<file path="config.mk">
export PLATFORM = sky130hd
export DESIGN_NAME = pi_speed_controller_pwm_core
export DESIGN_NICKNAME = d
export VERILOG_FILES = /design/src/rtl/pisc_pkg.sv /design/src/rtl/pisc_cfg.sv /design/src/rtl/pisc_mul.sv /design/src/rtl/pi_speed_controller_pwm_core.sv
export SDC_FILE = /design/constraint.sdc
export NUM_CORES = 2
export LEC_CHECK = 0
export ABC_CLOCK_PERIOD_IN_PS = 17100
export BUFFER_PORTS_ARGS = -buffer_cell sky130_fd_sc_hd__buf_2
export CELL_PAD_IN_SITES_DETAIL_PLACEMENT = 0
export CELL_PAD_IN_SITES_GLOBAL_PLACEMENT = 2
export CORE_MARGIN = 3
export CORE_UTILIZATION = 46
export CTS_CLUSTER_SIZE = 14
export DETAILED_ROUTE_END_ITERATION = 7
export PLACE_DENSITY = 0.95
export SKIP_LAST_GASP = 1
export SLEW_MARGIN = 20
export SYNTH_ARGS = -nofsm -noshare
export SYNTH_HDL_FRONTEND = slang
export SYNTH_HIERARCHICAL = 1
export SYNTH_SLANG_ARGS = --single-unit
</file>
<file path="constraint.sdc">
create_clock -name aclk -period 17.1 [get_ports aclk]
set_input_delay 0.855 -clock aclk [delete_from_list [all_inputs] [get_ports aclk]]
set_output_delay 0.855 -clock aclk [all_outputs]
set_load 0.05 [all_outputs]
</file>
<file path="src/rtl/pisc_pkg.sv">
`timescale 1ns / 1ps
`default_nettype none
// ============================================================================
// PI speed controller package
// Shared types, register indexes and arithmetic constants.
// ============================================================================
package pisc_pkg;

    localparam int SPEED_W    = 16;
    localparam int GAIN_W     = 16;
    localparam int INTEG_W    = 20;
    localparam int DUTY_W     = 7;
    localparam int RELOAD_W   = 16;
    localparam int CFG_IDX_W  = 3;
    localparam int CFG_DATA_W = 20;

    localparam int MUL_A_W = 24;
    localparam int MUL_B_W = 16;
    localparam int MUL_P_W = MUL_A_W + MUL_B_W;

    localparam logic [DUTY_W-1:0] DUTY_FULL = 7'd100;

    // Division by one hundred through the reciprocal ceil(2^30 / 100),
    // applied in two twelve-bit halves.
    localparam int          RECIP_SHIFT = 30;
    localparam int          RECIP_SPLIT = 12;
    localparam logic [11:0] RECIP_HI    = 12'hA3D;
    localparam logic [11:0] RECIP_LO    = 12'h70B;

    localparam logic [CFG_IDX_W-1:0] REG_PROP_GAIN      = 3'd0;
    localparam logic [CFG_IDX_W-1:0] REG_INTEG_GAIN     = 3'd1;
    localparam logic [CFG_IDX_W-1:0] REG_INTEGRAL_LIMIT = 3'd2;
    localparam logic [CFG_IDX_W-1:0] REG_MIN_RUN_DUTY   = 3'd3;
    localparam logic [CFG_IDX_W-1:0] REG_MAX_DUTY       = 3'd4;
    localparam logic [CFG_IDX_W-1:0] REG_PWM_RELOAD     = 3'd5;

    typedef struct packed {
        logic [GAIN_W-1:0]   prop_gain;
        logic [GAIN_W-1:0]   integ_gain;
        logic [INTEG_W-1:0]  integral_limit;
        logic [DUTY_W-1:0]   min_run_duty;
        logic [DUTY_W-1:0]   max_duty;
        logic [RELOAD_W-1:0] pwm_reload;
    } cfg_t;

    typedef enum logic [3:0] {
        ST_IDLE,
        ST_ERR,
        ST_INTEG,
        ST_IMUL,
        ST_DRIVE,
        ST_CLAMP,
        ST_CMUL,
        ST_RLO,
        ST_RHI,
        ST_QUOT
    } state_t;

endpackage
`default_nettype wire

</file>
<file path="src/rtl/pisc_cfg.sv">
`timescale 1ns / 1ps
`default_nettype none
// ============================================================================
// PI speed controller configuration registers
// Holds the gains, limits and PWM reload written over the register channel.
// ============================================================================
module pisc_cfg
    import pisc_pkg::*;
(
    input  wire logic                  aclk,
    input  wire logic                  aresetn,
    input  wire logic                  cfg_valid,
    output logic                       cfg_ready,
    input  wire logic [CFG_IDX_W-1:0]  cfg_index,
    input  wire logic [CFG_DATA_W-1:0] cfg_wdata,
    output cfg_t                       cfg
);

    cfg_t cfg_reg;

    assign cfg_ready = 1'b1;
    assign cfg       = cfg_reg;

    always_ff @(posedge aclk) begin
        if (!aresetn) begin
            cfg_reg.prop_gain      <= 16'd256;
            cfg_reg.integ_gain     <= 16'd26;
            cfg_reg.integral_limit <= 20'd1000;
            cfg_reg.min_run_duty   <= 7'd10;
            cfg_reg.max_duty       <= 7'd100;
            cfg_reg.pwm_reload     <= 16'd999;
        end else if (cfg_valid) begin
            unique case (cfg_index)
                REG_PROP_GAIN:      cfg_reg.prop_gain      <= cfg_wdata[GAIN_W-1:0];
                REG_INTEG_GAIN:     cfg_reg.integ_gain     <= cfg_wdata[GAIN_W-1:0];
                REG_INTEGRAL_LIMIT: cfg_reg.integral_limit <= cfg_wdata[INTEG_W-1:0];
                REG_MIN_RUN_DUTY:   cfg_reg.min_run_duty   <= cfg_wdata[DUTY_W-1:0];
                REG_MAX_DUTY:       cfg_reg.max_duty       <= cfg_wdata[DUTY_W-1:0];
                REG_PWM_RELOAD:     cfg_reg.pwm_reload     <= cfg_wdata[RELOAD_W-1:0];
                default: begin
                end
            endcase
        end
    end

endmodule
`default_nettype wire

</file>
<file path="src/rtl/pisc_mul.sv">
`timescale 1ns / 1ps
`default_nettype none
// ============================================================================
// PI speed controller shared multiplier
// One registered unsigned multiplier used by the multiply steps of the sequence.
// ============================================================================
module pisc_mul
    import pisc_pkg::*;
(
    input  wire logic               aclk,
    input  wire logic               mul_en,
    input  wire logic [MUL_A_W-1:0] mul_a,
    input  wire logic [MUL_B_W-1:0] mul_b,
    output logic      [MUL_P_W-1:0] mul_prod
);

    logic [MUL_P_W-1:0] prod_reg;

    assign mul_prod = prod_reg;

    always_ff @(posedge aclk) begin
        if (mul_en) begin
            prod_reg <= {{MUL_B_W{1'b0}}, mul_a} * {{MUL_A_W{1'b0}}, mul_b};
        end
    end

endmodule
`default_nettype wire

</file>
<file path="src/rtl/pi_speed_controller_pwm_core.sv">
`timescale 1ns / 1ps
`default_nettype none
// ============================================================================
// PI speed controller with PWM output
// PI loop with a clamped integral, duty clamping and PWM compare calculation.
// ============================================================================
//  Channel  Direction  Handshake              Contents
//  s_       in         s_valid / s_ready      target, measured speed, clear
//  m_       out        m_valid / m_ready      duty, compare level, pins
//  cfg_     in         cfg_valid / cfg_ready  register index and write data
//
//  The result is registered once the sequencer has stepped five products
//  through the one shared multiplier, and a new item is taken only after
//  the sequencer has returned to idle from its last step.
//  The result sits in an output register, so the next item is accepted
//  while it waits; a stalled result holds the sequencer in its last step.
//  Reset sets the registers to their defaults and clears the integral.
// ============================================================================
module pi_speed_controller_pwm_core
    import pisc_pkg::*;
(
    input  wire logic                  aclk,
    input  wire logic                  aresetn,
    input  wire logic                  s_valid,
    output logic                       s_ready,
    input  wire logic [SPEED_W-1:0]    s_target_speed,
    input  wire logic [SPEED_W-1:0]    s_measured_speed,
    input  wire logic                  s_clear_integral,
    output logic                       m_valid,
    input  wire logic                  m_ready,
    output logic      [DUTY_W-1:0]     m_duty_out,
    output logic      [RELOAD_W-1:0]   m_compare_level,
    output logic                       m_run_direction,
    output logic                       m_standby_pin,
    output logic                       m_dir_pin_a,
    output logic                       m_dir_pin_b,
    input  wire logic                  cfg_valid,
    output logic                       cfg_ready,
    input  wire logic [CFG_IDX_W-1:0]  cfg_index,
    input  wire logic [CFG_DATA_W-1:0] cfg_wdata
);

    cfg_t cfg;

    state_t state_reg, state_next;

    logic [SPEED_W-1:0]  tgt_reg;
    logic [SPEED_W-1:0]  meas_reg;
    logic                clr_reg;
    logic signed [16:0]  err_reg;
    logic [INTEG_W-1:0]  integ_reg;
    logic signed [24:0]  pterm_reg;
    logic signed [29:0]  drive_reg;
    logic [DUTY_W-1:0]   duty_reg;
    logic [22:0]         x_reg;
    logic [34:0]         part_reg;

    logic                m_valid_reg;
    logic [DUTY_W-1:0]   duty_out_reg;
    logic [RELOAD_W-1:0] cmp_reg;
    logic                run_reg;

    logic               mul_en;
    logic [MUL_A_W-1:0] mul_a;
    logic [MUL_B_W-1:0] mul_b;
    logic [MUL_P_W-1:0] mul_prod;

    logic               out_free;
    logic [INTEG_W-1:0] integ_base;
    logic signed [21:0] integ_sum;
    logic signed [21:0] integ_lim;
    logic [16:0]        err_mag;
    logic [23:0]        p_mag;
    logic signed [29:0] min_ext;
    logic signed [29:0] max_ext;
    logic signed [29:0] drive_lo;
    logic signed [29:0] drive_hi;
    logic [DUTY_W-1:0]  duty_clamped;
    logic [46:0]        quot_total;
    logic [16:0]        quot;
    logic [RELOAD_W-1:0] cmp_value;

    pisc_cfg u_cfg (
        .aclk      (aclk),
        .aresetn   (aresetn),
        .cfg_valid (cfg_valid),
        .cfg_ready (cfg_ready),
        .cfg_index (cfg_index),
        .cfg_wdata (cfg_wdata),
        .cfg       (cfg)
    );

    pisc_mul u_mul (
        .aclk     (aclk),
        .mul_en   (mul_en),
        .mul_a    (mul_a),
        .mul_b    (mul_b),
        .mul_prod (mul_prod)
    );

    assign out_free = !m_valid_reg || m_ready;

    always_comb begin
        state_next = state_reg;
        unique case (state_reg)
            ST_IDLE:  if (s_valid) state_next = ST_ERR;
            ST_ERR:   state_next = ST_INTEG;
            ST_INTEG: state_next = ST_IMUL;
            ST_IMUL:  state_next = ST_DRIVE;
            ST_DRIVE: state_next = ST_CLAMP;
            ST_CLAMP: state_next = ST_CMUL;
            ST_CMUL:  state_next = ST_RLO;
            ST_RLO:   state_next = ST_RHI;
            ST_RHI:   state_next = ST_QUOT;
            ST_QUOT:  if (out_free) state_next = ST_IDLE;
            default:  state_next = ST_IDLE;
        endcase
    end

    always_comb begin
        s_ready = 1'b0;
        mul_en  = 1'b0;
        mul_a   = '0;
        mul_b   = '0;
        unique case (state_reg)
            ST_IDLE: s_ready = 1'b1;
            ST_INTEG: begin
                mul_en = 1'b1;
                mul_a  = {8'd0, err_mag[15:0]};
                mul_b  = cfg.prop_gain;
            end
            ST_IMUL: begin
                mul_en = 1'b1;
                mul_a  = {4'd0, integ_reg};
                mul_b  = cfg.integ_gain;
            end
            ST_CMUL: begin
                mul_en = 1'b1;
                mul_a  = {7'd0, {1'b0, cfg.pwm_reload} + 17'd1};
                mul_b  = {9'd0, duty_reg};
            end
            ST_RLO: begin
                mul_en = 1'b1;
                mul_a  = {1'b0, mul_prod[22:0]};
                mul_b  = {4'd0, RECIP_LO};
            end
            ST_RHI: begin
                mul_en = 1'b1;
                mul_a  = {1'b0, x_reg};
                mul_b  = {4'd0, RECIP_HI};
            end
            default: begin
            end
        endcase
    end

    always_comb begin
        integ_base = clr_reg ? '0 : integ_reg;
        integ_sum  = $signed({2'b00, integ_base}) + {{5{err_reg[16]}}, err_reg};
        integ_lim  = $signed({2'b00, cfg.integral_limit});
        err_mag    = err_reg[16] ? 17'(-err_reg) : 17'(err_reg);
        p_mag      = mul_prod[31:8];

        min_ext  = $signed({23'd0, cfg.min_run_duty});
        max_ext  = $signed({23'd0, cfg.max_duty});
        drive_lo = (drive_reg < min_ext) ? min_ext : drive_reg;
        drive_hi = (drive_lo > max_ext) ? max_ext : drive_lo;
        if (tgt_reg == '0) begin
            duty_clamped = '0;
        end else if (drive_hi[DUTY_W-1:0] > DUTY_FULL) begin
            duty_clamped = DUTY_FULL;
        end else begin
            duty_clamped = drive_hi[DUTY_W-1:0];
        end

        quot_total = {mul_prod[34:0], {RECIP_SPLIT{1'b0}}} + {12'd0, part_reg};
        quot       = quot_total[46:RECIP_SHIFT];
        cmp_value  = (quot > {1'b0, cfg.pwm_reload}) ? cfg.pwm_reload : quot[15:0];
    end

    always_ff @(posedge aclk) begin
        if (!aresetn) begin
            state_reg   <= ST_IDLE;
            integ_reg   <= '0;
            m_valid_reg <= 1'b0;
        end else begin
            state_reg <= state_next;
            if (state_reg == ST_INTEG) begin
                if (integ_sum > integ_lim) begin
                    integ_reg <= cfg.integral_limit;
                end else if (integ_sum[21]) begin
                    integ_reg <= '0;
                end else begin
                    integ_reg <= integ_sum[INTEG_W-1:0];
                end
            end
            if (state_reg == ST_QUOT && out_free) begin
                m_valid_reg <= 1'b1;
            end else if (m_ready) begin
                m_valid_reg <= 1'b0;
            end
        end
    end

    always_ff @(posedge aclk) begin
        unique case (state_reg)
            ST_IDLE: begin
                tgt_reg  <= s_target_speed;
                meas_reg <= s_measured_speed;
                clr_reg  <= s_clear_integral;
            end
            ST_ERR: err_reg <= $signed({1'b0, tgt_reg}) - $signed({1'b0, meas_reg});
            ST_IMUL: begin
                pterm_reg <= err_reg[16] ? -$signed({1'b0, p_mag}) : $signed({1'b0, p_mag});
            end
            ST_DRIVE: begin
                drive_reg <= {{5{pterm_reg[24]}}, pterm_reg} + $signed({2'b00, mul_prod[35:8]});
            end
            ST_CLAMP: duty_reg <= duty_clamped;
            ST_RLO:   x_reg <= mul_prod[22:0];
            ST_RHI:   part_reg <= mul_prod[34:0];
            ST_QUOT: begin
                if (out_free) begin
                    duty_out_reg <= duty_reg;
                    cmp_reg      <= cmp_value;
                    run_reg      <= (tgt_reg != '0);
                end
            end
            default: begin
            end
        endcase
    end

    assign m_valid         = m_valid_reg;
    assign m_duty_out      = duty_out_reg;
    assign m_compare_level = cmp_reg;
    assign m_run_direction = run_reg;
    assign m_standby_pin   = run_reg;
    assign m_dir_pin_a     = run_reg;
    assign m_dir_pin_b     = 1'b0;

`ifndef NO_ASSERTIONS
    a_accept_starts: assert property (@(posedge aclk) disable iff (!aresetn)
        (s_valid && s_ready) |=> (state_reg == ST_ERR))
        else $error("Accepted item did not start the sequence.");

    a_integ_clamped: assert property (@(posedge aclk) disable iff (!aresetn)
        (state_reg == ST_INTEG) |=> (integ_reg <= $past(cfg.integral_limit)))
        else $error("Integral exceeds its limit after the update.");

    a_duty_range: assert property (@(posedge aclk) disable iff (!aresetn)
        m_valid |-> (m_duty_out <= DUTY_FULL))
        else $error("Duty above one hundred percent.");

    a_stop_zero: assert property (@(posedge aclk) disable iff (!aresetn)
        (m_valid && !m_run_direction) |-> (m_duty_out == '0 && m_compare_level == '0))
        else $error("Stopped result with non-zero drive.");
`endif

endmodule
`default_nettype wire

</file>
Word-level counts from Yosys, hierarchy flattened. Index checks and enable logic that the tools add are counted.

Multiply operators: 1. Reductions and logical operators: 18. $add $sub $neg: 7. Mux-type cells: 18. Equal/unequal tests: 16. Order comparisons: 5.

Operators by type and width (number): 23-bit case mux with 5 select lines (1); 16-bit case mux with 5 select lines (1); 20-bit 2-to-1 mux (3); 47-bit by 35-bit adder with 47-bit output (1); 4-bit case mux with 10 select lines (1); 23-bit by 16-bit multiplier with 36-bit output (1); 16-bit 2-to-1 mux (2); 25-bit by 29-bit adder with 30-bit output (1); 30-bit by 8-bit > comparator with 1-bit output (1); 30-bit by 8-bit < comparator with 1-bit output (1); 30-bit 2-to-1 mux (1); 24-bit negation with 25-bit output (1); 24-bit 2-to-1 mux (1); 21-bit by 17-bit adder with 22-bit output (1); 22-bit by 21-bit > comparator with 1-bit output (1); 16-bit by 1-bit adder with 17-bit output, second input constant (1); 17-bit by 16-bit > comparator with 1-bit output (1); 16-bit by 16-bit subtractor with 17-bit output (1); 4-bit by 3-bit equality test with 1-bit output, second input constant (4); 16-bit zero test (1); 16-bit negation (1); 2-bit AND reduction (8); 16-bit nonzero test (1); 7-bit 2-to-1 mux (2); 18 further kinds (27).

Word-level logic and storage cells: 89. Output and inout bits: 30. Register bits after elaboration: 337.

Longest topological paths before layout.
Depth after elaboration: 6. Depth in mapped cells: 30. Gate-level depth less buffers: 29.

Hierarchy. Netlist, hierarchy kept.

By module, submodules not included: pi_speed_controller_pwm_core (cells each 1378, instances 1, area each 14241.2 um^2, seq. area each 5965.7 um^2); pisc_mul (cells each 1509, instances 1, area each 13793.2 um^2, seq. area each 1201.2 um^2); pisc_cfg (cells each 306, instances 1, area each 3149.3 um^2, seq. area each 1641.6 um^2).

Worst setup path after synthesis. No wires, ideal clock.

Path type: register to register. From: register state_reg[1]. To: register u_mul.prod_reg[32] (netlist: u_mul/mul_prod[32]) (data pin). Path slack: 8.830 ns. Arrival time: 8.014 ns. Cell stages (with the launch flop): 31. Data required time: 16.844 ns. Period minus slack after synthesis: 8.270 ns. Path through: dfxtp_1 clkbuf_1 nor2b_1 clkbuf_1 and3_1 clkbuf_1 clkbuf_1 a222oi_1 nand2_1 clkbuf_1 nand2_1 fa_1 inv_1 fa_1 inv_1 fa_1 inv_1 fa_1 fa_1 inv_1 fa_1 inv_1 ha_1 buf_2 a21oi_1 o21ai_0 a22o_1 nor3_4 o21ai_1 or4_1 and4_1.

Longest elaborated chain between the ends: 3.

Ends and longest elaborated chain: start, declared (RTL line pi_speed_controller_pwm_core.sv:45) `state_t state_reg, state_next;`; start signal, assigned (RTL line pi_speed_controller_pwm_core.sv:187) `state_reg <= state_next;`; 4-bit equality test (tied with other cells) (RTL line pi_speed_controller_pwm_core.sv:125) `unique case (state_reg)`; 23-bit case mux with 5 select lines * (RTL line pi_speed_controller_pwm_core.sv:125); net mul_a[13] (RTL line pi_speed_controller_pwm_core.sv:64) `logic [MUL_A_W-1:0] mul_a;`; 23-bit by 16-bit multiplier with 36-bit output * (RTL line pisc_mul.sv:23) `prod_reg <= {{MUL_B_W{1'b0}}, mul_a} * {{MUL_A_W{1'b0}}, mul_b};`; end signal, assigned (RTL line pisc_mul.sv:23); end, declared (RTL line pisc_mul.sv:17) `logic [MUL_P_W-1:0] prod_reg;`.

The timed path passes the listed nets; every way through them passes the cells marked *. A chain may end at the register's enable or synchronous reset.

Worst setup path after layout.
From: register state_reg[0]. To: register u_mul.prod_reg[34] (netlist: u_mul/mul_prod[34]) (data pin).

Longest elaborated chain between the ends: 3.

Ends and longest elaborated chain: 4-bit equality test (tied with other cells) (RTL line pi_speed_controller_pwm_core.sv:125); 16-bit case mux with 5 select lines * (RTL line pi_speed_controller_pwm_core.sv:125); net mul_b[2] (RTL line pi_speed_controller_pwm_core.sv:65) `logic [MUL_B_W-1:0] mul_b;`; 23-bit by 16-bit multiplier with 36-bit output * (RTL line pisc_mul.sv:23).

Marked as above.

==> flow_metrics.py <==
metrics = {
    "run_status": {
        "status": "finished, final reports clean",
    },
    "floorplan": {
        "start_util_pct": 46.85,
        "ioPinCount": 91,
        "dieArea_um2": 69380,
        "core_um2": 65050,
        "fp.dieW_um": 263.4,
        "dieHeight_um": 263.4,
        "rows": 93,
    },
    "grt": {
        "grt_overflow": 0,
        "grt_usage_pct": 24.22,
        "grt_pass1_wl_um": 132700,
        "gr-usage-met2_pct": 39.14,
        "met3_usage_pct": 3.729,
        "grt_max_degree": 81,
        "antenna_found_initial": 2,
        "grt_pass1_vias": 23471,
        "grt_use_met1_pct": 33.47,
        "grt-busiest-layer": "met2",
    },
    "sta": {
        "final.setup.worst_slack_ps": 8291,
        "drv_slew": 0,
        "skew_ps": 25.11,
        "fin_crit_ps": 8809,
        "max_freq_mhz": 113.5,
        "rsz0062_at_grt": "false",
        "finalHoldViolCount": 0,
        "post-route-period-util_pct": 51.51,
        "tightest_slew_ps": 1122,
        "setup_viol": 0,
        "slew_headroom_pct": 25.06,
        "tns_ps": 0,
    },
    "cells_and_area": {
        "syn2layout_area_growth_pct": 8.449,
        "register_area_um2": 8688,
        "largest_reg_flops": 82,
        "drive_above_1_share_pct": 8.176,
        "n_antenna_cell": 0,
        "multi_input_area_um2": 19490,
        "nets": 3755,
        "final_common_cell": "inv_1",
        "most-common-layout-cells": "inv_1 (462), nand2_1 (393), fa_1 (307)",
        "fillers": 5931,
        "final_cell_area_um2": 33050,
        "instances_no_fill": 4035,
    },
    "clocking": {
        "post-cts-setup-buffers": 0,
        "cts_hold_buf": 0,
        "clockBufferDepth": 3,
        "tritoncts": "yes",
        "cts_inserted_buffers": 38,
        "h-tree-depth": 2,
        "clk_pin_slew_ps": 60,
        "clock_sinks": 325,
        "cts_root_buf": "clkbuf_16",
        "post_cts_resized": 0,
        "insertion_delay_ps": 570,
    },
    "power": {
        "leakage_nw": 14.81,
        "power.density_cell_area_nw_per_um2": 91.50,
        "vdd_drop_max_mv": 0.06604,
    },
    "setup_path": {
        "crit_arrival_ps": 9110,
        "path_class": "flop to flop",
        "worstPathMaxFanout": 53,
        "startpoint_type": "flop",
        "cpMostUsedCell": "fa_1",
        "cp-end-kind": "flop",
        "max_stage_delay_ps": 900,
        "required_ps": 17400,
        "slowest_stage": "dfxtp_1",
    },
    "place": {
        "pre_cts_ws_ps": 8297,
        "dp_cells": 3966,
        "place_area_um2": 31750,
        "port_buffers": 88,
        "post-dp-hpwl_um": 64270,
        "place.gp.congestion": 0.9285,
    },
    "route": {
        "routed_via_density": 5.590,
        "wirelength_um": 84240,
        "drt_iter0_markers": 1724,
        "first_pass_iters": 7,
        "drcViolationCount": 0,
        "wire_per_inst_um": 20.88,
        "ant_nets": 0,
        "num_vias": 22557,
    },
    "synthesis": {
        "yosysWarnings": 6,
        "netlist_area_um2": 30480,
        "synth.avg_cell_area_um2": 9.790,
        "syn_inst": 3113,
    },
    "job": {
        "max_cap_violations": 0,
    },
    "worst_hold_path": {
        "hold_path_class": "flop to flop",
    },
}
==> metal layers <==
layer	vias to the layer above	wire length, µm
li1	10422	-
met1	11227	37350
met2	763	38920
met3	145	5258
met4	0	2708
met5	-	0
==> critical path: cells and delay by family, from the launching register on <==
kind,cells,cell delay [ps]
adders and majority gates,7,3410
AOI/OAI and AO/OA,4,850
DFF,1,900
xor gates and xnor gates,1,90
buffers and inverters,6,810
and+or+nand+nor,7,2430
==> cell type report <==
cell class	count	area share (%)
multi-input combinational	2193	58.98
timing repair buffer	130	2.294
inverter	463	5.258
tap	855	3.237
clock buffer	41	2.941
sequential	325	26.29
clock inverter	28	1.007
==> through the flow <==
step	hold slack (ps)	util, %	power [mW]
after global placement	440.1	48.81	2.152
after detailed placement	450.1	48.81	2.179
after CTS	449.4	50.81	3.033
after global routing	453.6	50.81	3.199
after floorplan	426.2	-	1.836
final	455.0	50.81	3.024
==> path summary, 6_finish.rpt <==
path | end | depth (start not counted) | slack (ps) | startpoint
setup / recovery | u_mul/mul_prod[34] | 25 | 8290 | state_reg[0]
hold / removal | u_cfg/cfg[50] | 2 | 460 | u_cfg/cfg[50]
setup reg to reg | u_mul/mul_prod[34] | 25 | 8290 | state_reg[0]
hold reg to reg | u_cfg/cfg[50] | 2 | 460 | u_cfg/cfg[50]
==> power breakdown <==
| part | internal (mW) | switching [mW] |
|---|---|---|
| clock network | 0.507 | 0.340 |
| registers | 0.986 | 0.120 |
| logic | 0.396 | 0.675 |
| total | 1.89 | 1.14 |
Power figures use the tool's default switching activity.
